===== config.mk =====
export PLATFORM = sky130hd
export DESIGN_NAME = colour_key_alpha_blit_pixel_flat
export DESIGN_NICKNAME = d
export VERILOG_FILES = /design/src/rtl/core/ckab_pkg.sv /design/src/rtl/core/ckab_if.sv /design/src/rtl/core/ckab_compose.sv /design/src/rtl/core/colour_key_alpha_blit_pixel.sv /design/src/flat_wrapper.sv
export SDC_FILE = /design/constraint.sdc
export NUM_CORES = 1
export LEC_CHECK = 0
export BUFFER_PORTS_ARGS = -buffer_cell sky130_fd_sc_hd__buf_4
export CORE_ASPECT_RATIO = 0.6
export CORE_MARGIN = 2
export CORE_UTILIZATION = 52
export DETAILED_ROUTE_END_ITERATION = 12
export GPL_TIMING_DRIVEN = 0
export PLACE_DENSITY_LB_ADDON = 0.2
export SLEW_MARGIN = 15
export SYNTH_ARGS = -nofsm -noshare
export SYNTH_HDL_FRONTEND = slang
export SYNTH_SLANG_ARGS = --single-unit

===== constraint.sdc =====
create_clock -name clk -period 7.45 [get_ports clk]
set_input_delay 0.745 -clock clk [delete_from_list [all_inputs] [get_ports clk]]
set_output_delay 0.745 -clock clk [all_outputs]
set_load 0.02 [all_outputs]

===== src/rtl/core/ckab_pkg.sv =====
`default_nettype none
// ----------------------------------------------------------------------------
// ckab_pkg
// Shared types and codes for the colour-keyed alpha blit pixel compositor.
// ----------------------------------------------------------------------------
package ckab_pkg;

	localparam int unsigned PIXEL_W   = 32;
	localparam int unsigned CHAN_W    = 8;
	localparam int unsigned KEY_W     = 24;
	localparam int unsigned MODE_W    = 2;
	localparam int unsigned CFG_IDX_W = 2;
	localparam int unsigned CFG_DAT_W = 24;

	// pixel_mode codes; bit 1 set selects blending (so code 3 blends too)
	localparam logic [MODE_W-1:0] MODE_INDEX8 = 2'd0;
	localparam logic [MODE_W-1:0] MODE_ARGB   = 2'd1;
	localparam logic [MODE_W-1:0] MODE_BLEND  = 2'd2;

	// configuration register indexes
	localparam logic [CFG_IDX_W-1:0] CFG_PIXEL_MODE = 2'd0;
	localparam logic [CFG_IDX_W-1:0] CFG_KEY_ENABLE = 2'd1;
	localparam logic [CFG_IDX_W-1:0] CFG_KEY_COLOUR = 2'd2;

	localparam logic [CHAN_W-1:0] ALPHA_OPAQUE = 8'hff;
	localparam logic [CHAN_W-1:0] ALPHA_CLEAR  = 8'h00;

	typedef struct packed {
		logic [MODE_W-1:0] pixel_mode;
		logic              key_enable;
		logic [KEY_W-1:0]  key_colour;
	} cfg_t;

	typedef struct packed {
		logic [PIXEL_W-1:0] out_pixel;
		logic               write_enable;
	} result_t;

endpackage
`default_nettype wire


===== src/rtl/core/ckab_if.sv =====
`default_nettype none
// ----------------------------------------------------------------------------
// ckab_if
// Valid/ready channels for source/destination pixel pairs and results.
// ----------------------------------------------------------------------------
interface ckab_in_if;
	logic                                 valid;
	logic                                 ready;
	logic [ckab_pkg::PIXEL_W-1:0]         src_pixel;
	logic [ckab_pkg::PIXEL_W-1:0]         dest_pixel;
	logic                                 last_pixel;

	modport source (output valid, src_pixel, dest_pixel, last_pixel, input ready);
	modport sink   (input valid, src_pixel, dest_pixel, last_pixel, output ready);
endinterface

interface ckab_out_if;
	logic                                 valid;
	logic                                 ready;
	logic [ckab_pkg::PIXEL_W-1:0]         out_pixel;
	logic                                 write_enable;
	logic                                 last_out;

	modport source (output valid, out_pixel, write_enable, last_out, input ready);
	modport sink   (input valid, out_pixel, write_enable, last_out, output ready);
endinterface
`default_nettype wire


===== src/rtl/core/ckab_compose.sv =====
`default_nettype none
// ----------------------------------------------------------------------------
// ckab_compose
// Combinational per-pixel compose: colour key, index/argb copy, alpha blend.
// ----------------------------------------------------------------------------
module ckab_compose (
	input  wire ckab_pkg::cfg_t                cfg,
	input  wire [ckab_pkg::PIXEL_W-1:0]        src_pixel,
	input  wire [ckab_pkg::PIXEL_W-1:0]        dest_pixel,
	output ckab_pkg::result_t                  result
);

	// floor((s - d) * a / 256) + d; the arithmetic shift gives the floor
	function automatic logic [ckab_pkg::CHAN_W-1:0] blend_chan(
		input logic [ckab_pkg::CHAN_W-1:0] s,
		input logic [ckab_pkg::CHAN_W-1:0] d,
		input logic [ckab_pkg::CHAN_W-1:0] a
	);
		logic signed [ckab_pkg::CHAN_W:0]       diff;
		logic signed [2*ckab_pkg::CHAN_W+1:0]   prod;
		logic signed [2*ckab_pkg::CHAN_W+1:0]   shr;
		diff = $signed({1'b0, s}) - $signed({1'b0, d});
		prod = diff * $signed({1'b0, a});
		shr  = prod >>> ckab_pkg::CHAN_W;
		return shr[ckab_pkg::CHAN_W-1:0] + d;
	endfunction

	logic                          is_index;
	logic                          is_blend;
	logic                          keyed;
	logic [ckab_pkg::CHAN_W-1:0]   sa;
	logic [ckab_pkg::CHAN_W-1:0]   da;
	logic [ckab_pkg::CHAN_W:0]     asum;
	logic [ckab_pkg::CHAN_W-1:0]   anew;
	logic [ckab_pkg::PIXEL_W-1:0]  blended;

	assign is_index = (cfg.pixel_mode == ckab_pkg::MODE_INDEX8);
	assign is_blend = cfg.pixel_mode[1];
	assign sa       = src_pixel[31:24];
	assign da       = dest_pixel[31:24];
	assign asum     = {1'b0, sa} + {1'b0, da};
	assign anew     = asum[ckab_pkg::CHAN_W] ? ckab_pkg::ALPHA_OPAQUE
		: asum[ckab_pkg::CHAN_W-1:0];

	assign keyed = cfg.key_enable && (is_index
		? (src_pixel[7:0] == cfg.key_colour[7:0])
		: (src_pixel[23:0] == cfg.key_colour));

	assign blended = {anew,
		blend_chan(src_pixel[23:16], dest_pixel[23:16], sa),
		blend_chan(src_pixel[15:8],  dest_pixel[15:8],  sa),
		blend_chan(src_pixel[7:0],   dest_pixel[7:0],   sa)};

	always_comb begin
		result.out_pixel    = dest_pixel;
		result.write_enable = 1'b0;
		if (!keyed) begin
			if (is_index) begin
				result.out_pixel    = {24'd0, src_pixel[7:0]};
				result.write_enable = 1'b1;
			end else if (!is_blend || sa == ckab_pkg::ALPHA_OPAQUE) begin
				result.out_pixel    = src_pixel;
				result.write_enable = 1'b1;
			end else if (sa != ckab_pkg::ALPHA_CLEAR) begin
				result.out_pixel    = blended;
				result.write_enable = 1'b1;
			end
		end
	end

endmodule
`default_nettype wire


===== src/rtl/core/colour_key_alpha_blit_pixel.sv =====
`default_nettype none
// ----------------------------------------------------------------------------
// colour_key_alpha_blit_pixel
// Per-pixel compositor for block copies: keyed copy and alpha blend.
// ----------------------------------------------------------------------------
// One pixel pair enters per clock and its result passes through
// an input register, one pass of compose logic (three 9x9 multiplies for the
// blend), and an output register. Both stages stall in place under output
// backpressure, so a sustained rate of one pixel per cycle holds whenever the
// sink keeps ready high. Configuration writes take effect at once and must
// only be issued with the pipeline empty.
module colour_key_alpha_blit_pixel (
	input  wire                                clk,
	input  wire                                arst_n,
	input  wire                                cfg_we,
	input  wire [ckab_pkg::CFG_IDX_W-1:0]      cfg_index,
	input  wire [ckab_pkg::CFG_DAT_W-1:0]      cfg_data,
	ckab_in_if.sink                            pix_in,
	ckab_out_if.source                         pix_out
);

	ckab_pkg::cfg_t                 cfg_q;

	logic                           vld_s1;
	logic [ckab_pkg::PIXEL_W-1:0]   src_s1;
	logic [ckab_pkg::PIXEL_W-1:0]   dst_s1;
	logic                           last_s1;

	logic                           vld_s2;
	ckab_pkg::result_t              res_s2;
	logic                           last_s2;

	ckab_pkg::result_t              res_c;
	logic                           adv_s2;
	logic                           adv_s1;

	always_ff @(posedge clk or negedge arst_n) begin
		if (!arst_n) begin
			cfg_q.pixel_mode <= ckab_pkg::MODE_ARGB;
			cfg_q.key_enable <= 1'b0;
			cfg_q.key_colour <= '0;
		end else if (cfg_we) begin
			unique case (cfg_index)
				ckab_pkg::CFG_PIXEL_MODE: cfg_q.pixel_mode <= cfg_data[ckab_pkg::MODE_W-1:0];
				ckab_pkg::CFG_KEY_ENABLE: cfg_q.key_enable <= cfg_data[0];
				ckab_pkg::CFG_KEY_COLOUR: cfg_q.key_colour <= cfg_data[ckab_pkg::KEY_W-1:0];
				default: ;
			endcase
		end
	end

	assign adv_s2       = !vld_s2 || pix_out.ready;
	assign adv_s1       = !vld_s1 || adv_s2;
	assign pix_in.ready = adv_s1;

	always_ff @(posedge clk or negedge arst_n) begin
		if (!arst_n) begin
			vld_s1 <= 1'b0;
			vld_s2 <= 1'b0;
		end else begin
			if (adv_s1)
				vld_s1 <= pix_in.valid;
			if (adv_s2)
				vld_s2 <= vld_s1;
		end
	end

	always_ff @(posedge clk) begin
		if (adv_s1 && pix_in.valid) begin
			src_s1  <= pix_in.src_pixel;
			dst_s1  <= pix_in.dest_pixel;
			last_s1 <= pix_in.last_pixel;
		end
		if (adv_s2 && vld_s1) begin
			res_s2  <= res_c;
			last_s2 <= last_s1;
		end
	end

	ckab_compose u_compose (
		.cfg        (cfg_q),
		.src_pixel  (src_s1),
		.dest_pixel (dst_s1),
		.result     (res_c)
	);

	assign pix_out.valid        = vld_s2;
	assign pix_out.out_pixel    = res_s2.out_pixel;
	assign pix_out.write_enable = res_s2.write_enable;
	assign pix_out.last_out     = last_s2;

	// a stalled first stage keeps its transaction
	a_s1_hold: assert property (@(posedge clk) disable iff (!arst_n)
		vld_s1 && !adv_s2 |=> vld_s1 && $stable(src_s1) && $stable(dst_s1))
		else $error("stage 1 transaction lost under stall");

	// both stages full and sink stalled: no new transaction may enter
	a_full_stall: assert property (@(posedge clk) disable iff (!arst_n)
		vld_s1 && vld_s2 && !pix_out.ready |-> !pix_in.ready)
		else $error("input accepted with pipeline full");

	// a stage-1 transaction reaches the output the cycle after it moves
	a_s1_to_s2: assert property (@(posedge clk) disable iff (!arst_n)
		vld_s1 && adv_s2 |=> vld_s2)
		else $error("transaction dropped between stages");

	// index mode writes only carry the low byte
	a_index_zero: assert property (@(posedge clk) disable iff (!arst_n)
		vld_s2 && res_s2.write_enable && cfg_q.pixel_mode == ckab_pkg::MODE_INDEX8
		|-> res_s2.out_pixel[31:8] == 24'd0)
		else $error("index mode result has upper bits set");

endmodule
`default_nettype wire


===== src/flat_wrapper.sv =====
// flat-port wrapper written by rule: the top's interface ports become plain ports
module colour_key_alpha_blit_pixel_flat 
  (clk, arst_n, cfg_we, cfg_index, cfg_data, pix_in_valid, pix_in_src_pixel, pix_in_dest_pixel, pix_in_last_pixel, pix_in_ready, pix_out_valid, pix_out_out_pixel, pix_out_write_enable, pix_out_last_out, pix_out_ready);
  ckab_in_if pix_in_i ();
  ckab_out_if pix_out_i ();
  input  wire clk;
  input  wire arst_n;
  input  wire cfg_we;
  input  wire [ckab_pkg::CFG_IDX_W-1:0] cfg_index;
  input  wire [ckab_pkg::CFG_DAT_W-1:0] cfg_data;
  input wire logic [$bits(pix_in_i.valid)-1:0] pix_in_valid;
  input wire logic [$bits(pix_in_i.src_pixel)-1:0] pix_in_src_pixel;
  input wire logic [$bits(pix_in_i.dest_pixel)-1:0] pix_in_dest_pixel;
  input wire logic [$bits(pix_in_i.last_pixel)-1:0] pix_in_last_pixel;
  output wire logic [$bits(pix_in_i.ready)-1:0] pix_in_ready;
  output wire logic [$bits(pix_out_i.valid)-1:0] pix_out_valid;
  output wire logic [$bits(pix_out_i.out_pixel)-1:0] pix_out_out_pixel;
  output wire logic [$bits(pix_out_i.write_enable)-1:0] pix_out_write_enable;
  output wire logic [$bits(pix_out_i.last_out)-1:0] pix_out_last_out;
  input wire logic [$bits(pix_out_i.ready)-1:0] pix_out_ready;
  assign pix_in_i.valid = pix_in_valid;
  assign pix_in_i.src_pixel = pix_in_src_pixel;
  assign pix_in_i.dest_pixel = pix_in_dest_pixel;
  assign pix_in_i.last_pixel = pix_in_last_pixel;
  assign pix_in_ready = pix_in_i.ready;
  assign pix_out_valid = pix_out_i.valid;
  assign pix_out_out_pixel = pix_out_i.out_pixel;
  assign pix_out_write_enable = pix_out_i.write_enable;
  assign pix_out_last_out = pix_out_i.last_out;
  assign pix_out_i.ready = pix_out_ready;
  colour_key_alpha_blit_pixel u_core (.clk(clk), .arst_n(arst_n), .cfg_we(cfg_we), .cfg_index(cfg_index), .cfg_data(cfg_data), .pix_in(pix_in_i), .pix_out(pix_out_i));
endmodule

==> results by group <==
Floorplanning
  – Die Span Y: 134 um
  – Row cnt: 47
  – Core footprint: 0.0276 sq mm
  – DIE WIDTH: 221 um
  – Initial core utilization: 53.0%
  – # IOs: 132
  – Die area: 0.0296 sq mm

Final layout
  – Nets@finish: 2112
  – Synth-to-layout area growth: 23.2%
  – Layout cells sized above 1: 24.5%
  – Post-Layout Inst Area: 0.0180 sq mm
  – Diodes inserted: 0
  – Final Non-Filler Cells: 2088

Clock network
  – TritonCTS buffer count: 17
  – CTS tree: built
  – Root Buffer: clkbuf_16
  – H-tree Lvls: 4
  – Clock latency on the worst-skew pair: 0.43 ns
  – Clock sink count: 128
  – Clock buffer depth: 2
  – Clock-pin slew on the worst setup and hold paths: 0.06 ns

STA
  – Setup ws final: -0.00814 ns
  – RSZ-0062 raised after global routing: true
  – Final setup violation count: 1
  – Setup TNS: -0.00814 ns
  – Period utilization: 100%
  – Worst slew pin tran: 1.08 ns
  – Fmax: 134 MHz
  – Hold Violations, Final: 0
  – Period minus WS final: 7.46 ns
  – Slew HR: 27.4%
  – Slew Limit Fails: 0
  – Setup Skew: 0.00851 ns

Global routing
  – Pin count of the biggest net entering global routing: 45
  – Grt total ovfl: 0
  – Antenna violations before repair: 0
  – Gr usage total: 29.1%
  – First-pass GRT wire length: 65000 um
  – Vias in the first global route: 12015

Synth
  – Synth Flop Type: edfxtp_1
  – Net Count, Synth: 1891
  – Post-synth ARST share: 22.7%
  – YS warnings: 0
  – EDFF count, synth: 99
  – Distinct cells, synth: 75
  – Mapped Avg Cell Area: 9.84 sq um
  – Post-synthesis sequential area ratio: 25.3%
  – Seq cells post-synth: 128
  – Area of the mapped netlist: 0.0146 sq mm
  – Syn Inst Count: 1487

Detailed routing
  – Post-DRT Antenna Nets: 0
  – DR vias: 11720
  – DR vias/cell: 5.61
  – Final wirelength: 42000 um
  – Initial DRC count: 1083
  – First-pass DRT Iterations: 7
  – DR DRC count: 0
  – Drt wl/cell: 20.1 um

Worst setup path
  – Slowest cell on crit path: fa_1
  – CP most frequent cell: fa_1
  – Critical Path Start Type: register
  – Max stage delay on crit path: 0.51 ns
  – CP required: 7.63 ns
  – Worst Path Arrival: 7.64 ns
  – Worst Path Max Fanout: 4
  – Critical Path Sink Type: register
  – Setup CP Type: register to register

Job
  – Max_cap viols: 0

Place
  – Post-place setup slack: -1.02 ns
  – Placer Congestion: 0.940
  – Dpl cells: 1987
  – Port bufs: 131
  – Cell Area, Placed: 0.0161 sq mm
  – DP HPWL: 32500 um

Hold path
  – Worst hold path class: primary input to asynchronous set/reset pin

Status
  – Failing checks: setup timing
  – Outcome: finished with violations
stage by stage:
stage	utilization, %	hold slack (ns)
2_1_floorplan	-	0.400
3_3_place_gp	58.2	0.409
3_5_place_dp	58.4	0.450
4_1_cts	63.3	0.254
5_1_grt	65.3	0.273
6_report	65.3	0.239
Yosys cell counts (12+ instances only):
cell type / number / area, sq um
a21oi_1: 51 / 255
and2_1: 68 / 425
and3_1: 16 / 100
clkbuf_1: 36 / 135
dfrtp_1: 28 / 701
edfxtp_1: 99 / 2970
fa_1: 169 / 3380
ha_1: 139 / 1740
inv_1: 275 / 1030
mux2_2: 27 / 304
nand2_1: 109 / 409
nand2b_1: 33 / 206
nand3_1: 26 / 130
nor2_1: 66 / 248
nor2b_1: 25 / 156
nor3_1: 27 / 135
o21a_1: 12 / 90.1
o21ai_0: 42 / 210
xnor2_1: 69 / 604
xor2_1: 17 / 149
worst paths after layout:
path	start	endpoint	slack [ns]	depth (start not counted)
hold / removal	arst_n	u_core.cfg_q[22]	0.24	1
max in group asynchronous	arst_n	u_core.cfg_q[25]	6.86	1
min in group clk	u_core.last_s1	u_core.pix_out.last_out	0.48	0
setup reg to reg	u_core.src_s1[17]	u_core.pix_out.out_pixel[23]	-0.008	32
setup / recovery	u_core.src_s1[17]	u_core.pix_out.out_pixel[23]	-0.008	32
hold reg to reg	u_core.last_s1	u_core.pix_out.last_out	0.48	0
area by class of cell:
class	instances	area, sq um
Inverter	275	1030
Sequential cell	128	3700
Tap cell	367	459
Multi-Input combinational cell	1041	10500
Buffer	40	163
Fill cell	2208	9600
Clock buffer	23	489
Clock inverter	9	78.8
Timing Repair Buffer	205	1590
logic make-up (layout without fill, tap and decap cells):
| group | count (synthesis) | count (layout) | synth area share (%) |
|---|---|---|---|
| buf+inv | 318 | 552 | 8.24 |
| compound gates | 192 | 192 | 8.71 |
| flops | 128 | 128 | 25.3 |
| fa+ha+maj | 308 | 308 | 35.0 |
| mux | 31 | 31 | 2.35 |
| simple gates | 422 | 422 | 15.0 |
| xor+xnor | 88 | 88 | 5.45 |
worst max-delay path: cells and delay by family, from the launching register on:
kind | cells | cell delay, ns
AO/OA/AOI/OAI | 10 | 1.83
XOR/XNOR | 2 | 0.46
adder cells (fa/ha/maj) | 7 | 2.80
buffers and inverters | 5 | 0.44
flip-flops | 1 | 0.48
multiplexers | 1 | 0.14
AND/OR/NAND/NOR | 7 | 1.06
metal layers:
metal  vias to the layer above  wire (um)  track usage, %
met1                      5823      18600            42.5
li1                       5282          -               -
met3                        76       4090            7.76
met5                         -         78               0
met2                       537      18500            43.3
met4                         2        771            6.85
cell usage in the layout (no fill, tap or decap), types with 28 or more instances in the layout:
master and count:
inv_1 262, buf_4 199, fa_1 163, ha_1 118
nand2_1 104, edfxtp_1 99, and2_1 63, xnor2_1 58
nor2_1 56, a21oi_1 42, clkbuf_1 36, o21ai_0 35
nand2b_1 32, dfrtp_1 28
state kept, by name, summed over array words and instances, names as in the netlist:
register                     flops
u_core.dst_s1                   32
u_core.pix_out.out_pixel        32
u_core.src_s1                   32
u_core.cfg_q                    27
u_core.last_s1                   1
u_core.pix_out.last_out          1
u_core.pix_out.valid             1
u_core.pix_out.write_enable      1
u_core.vld_s1                    1
timing repair:
action | 4_1_cts | 5_1_grt
pin swaps | 52 | 88
hold buffers | 0 | 0
setup endpoints to repair | 10 | 8
gates resized for setup | 102 | 67
buffers inserted | 41 | 31
Power is not shown: default switching activity piles up to over one toggle a cycle in this logic, so the estimate is an artifact.
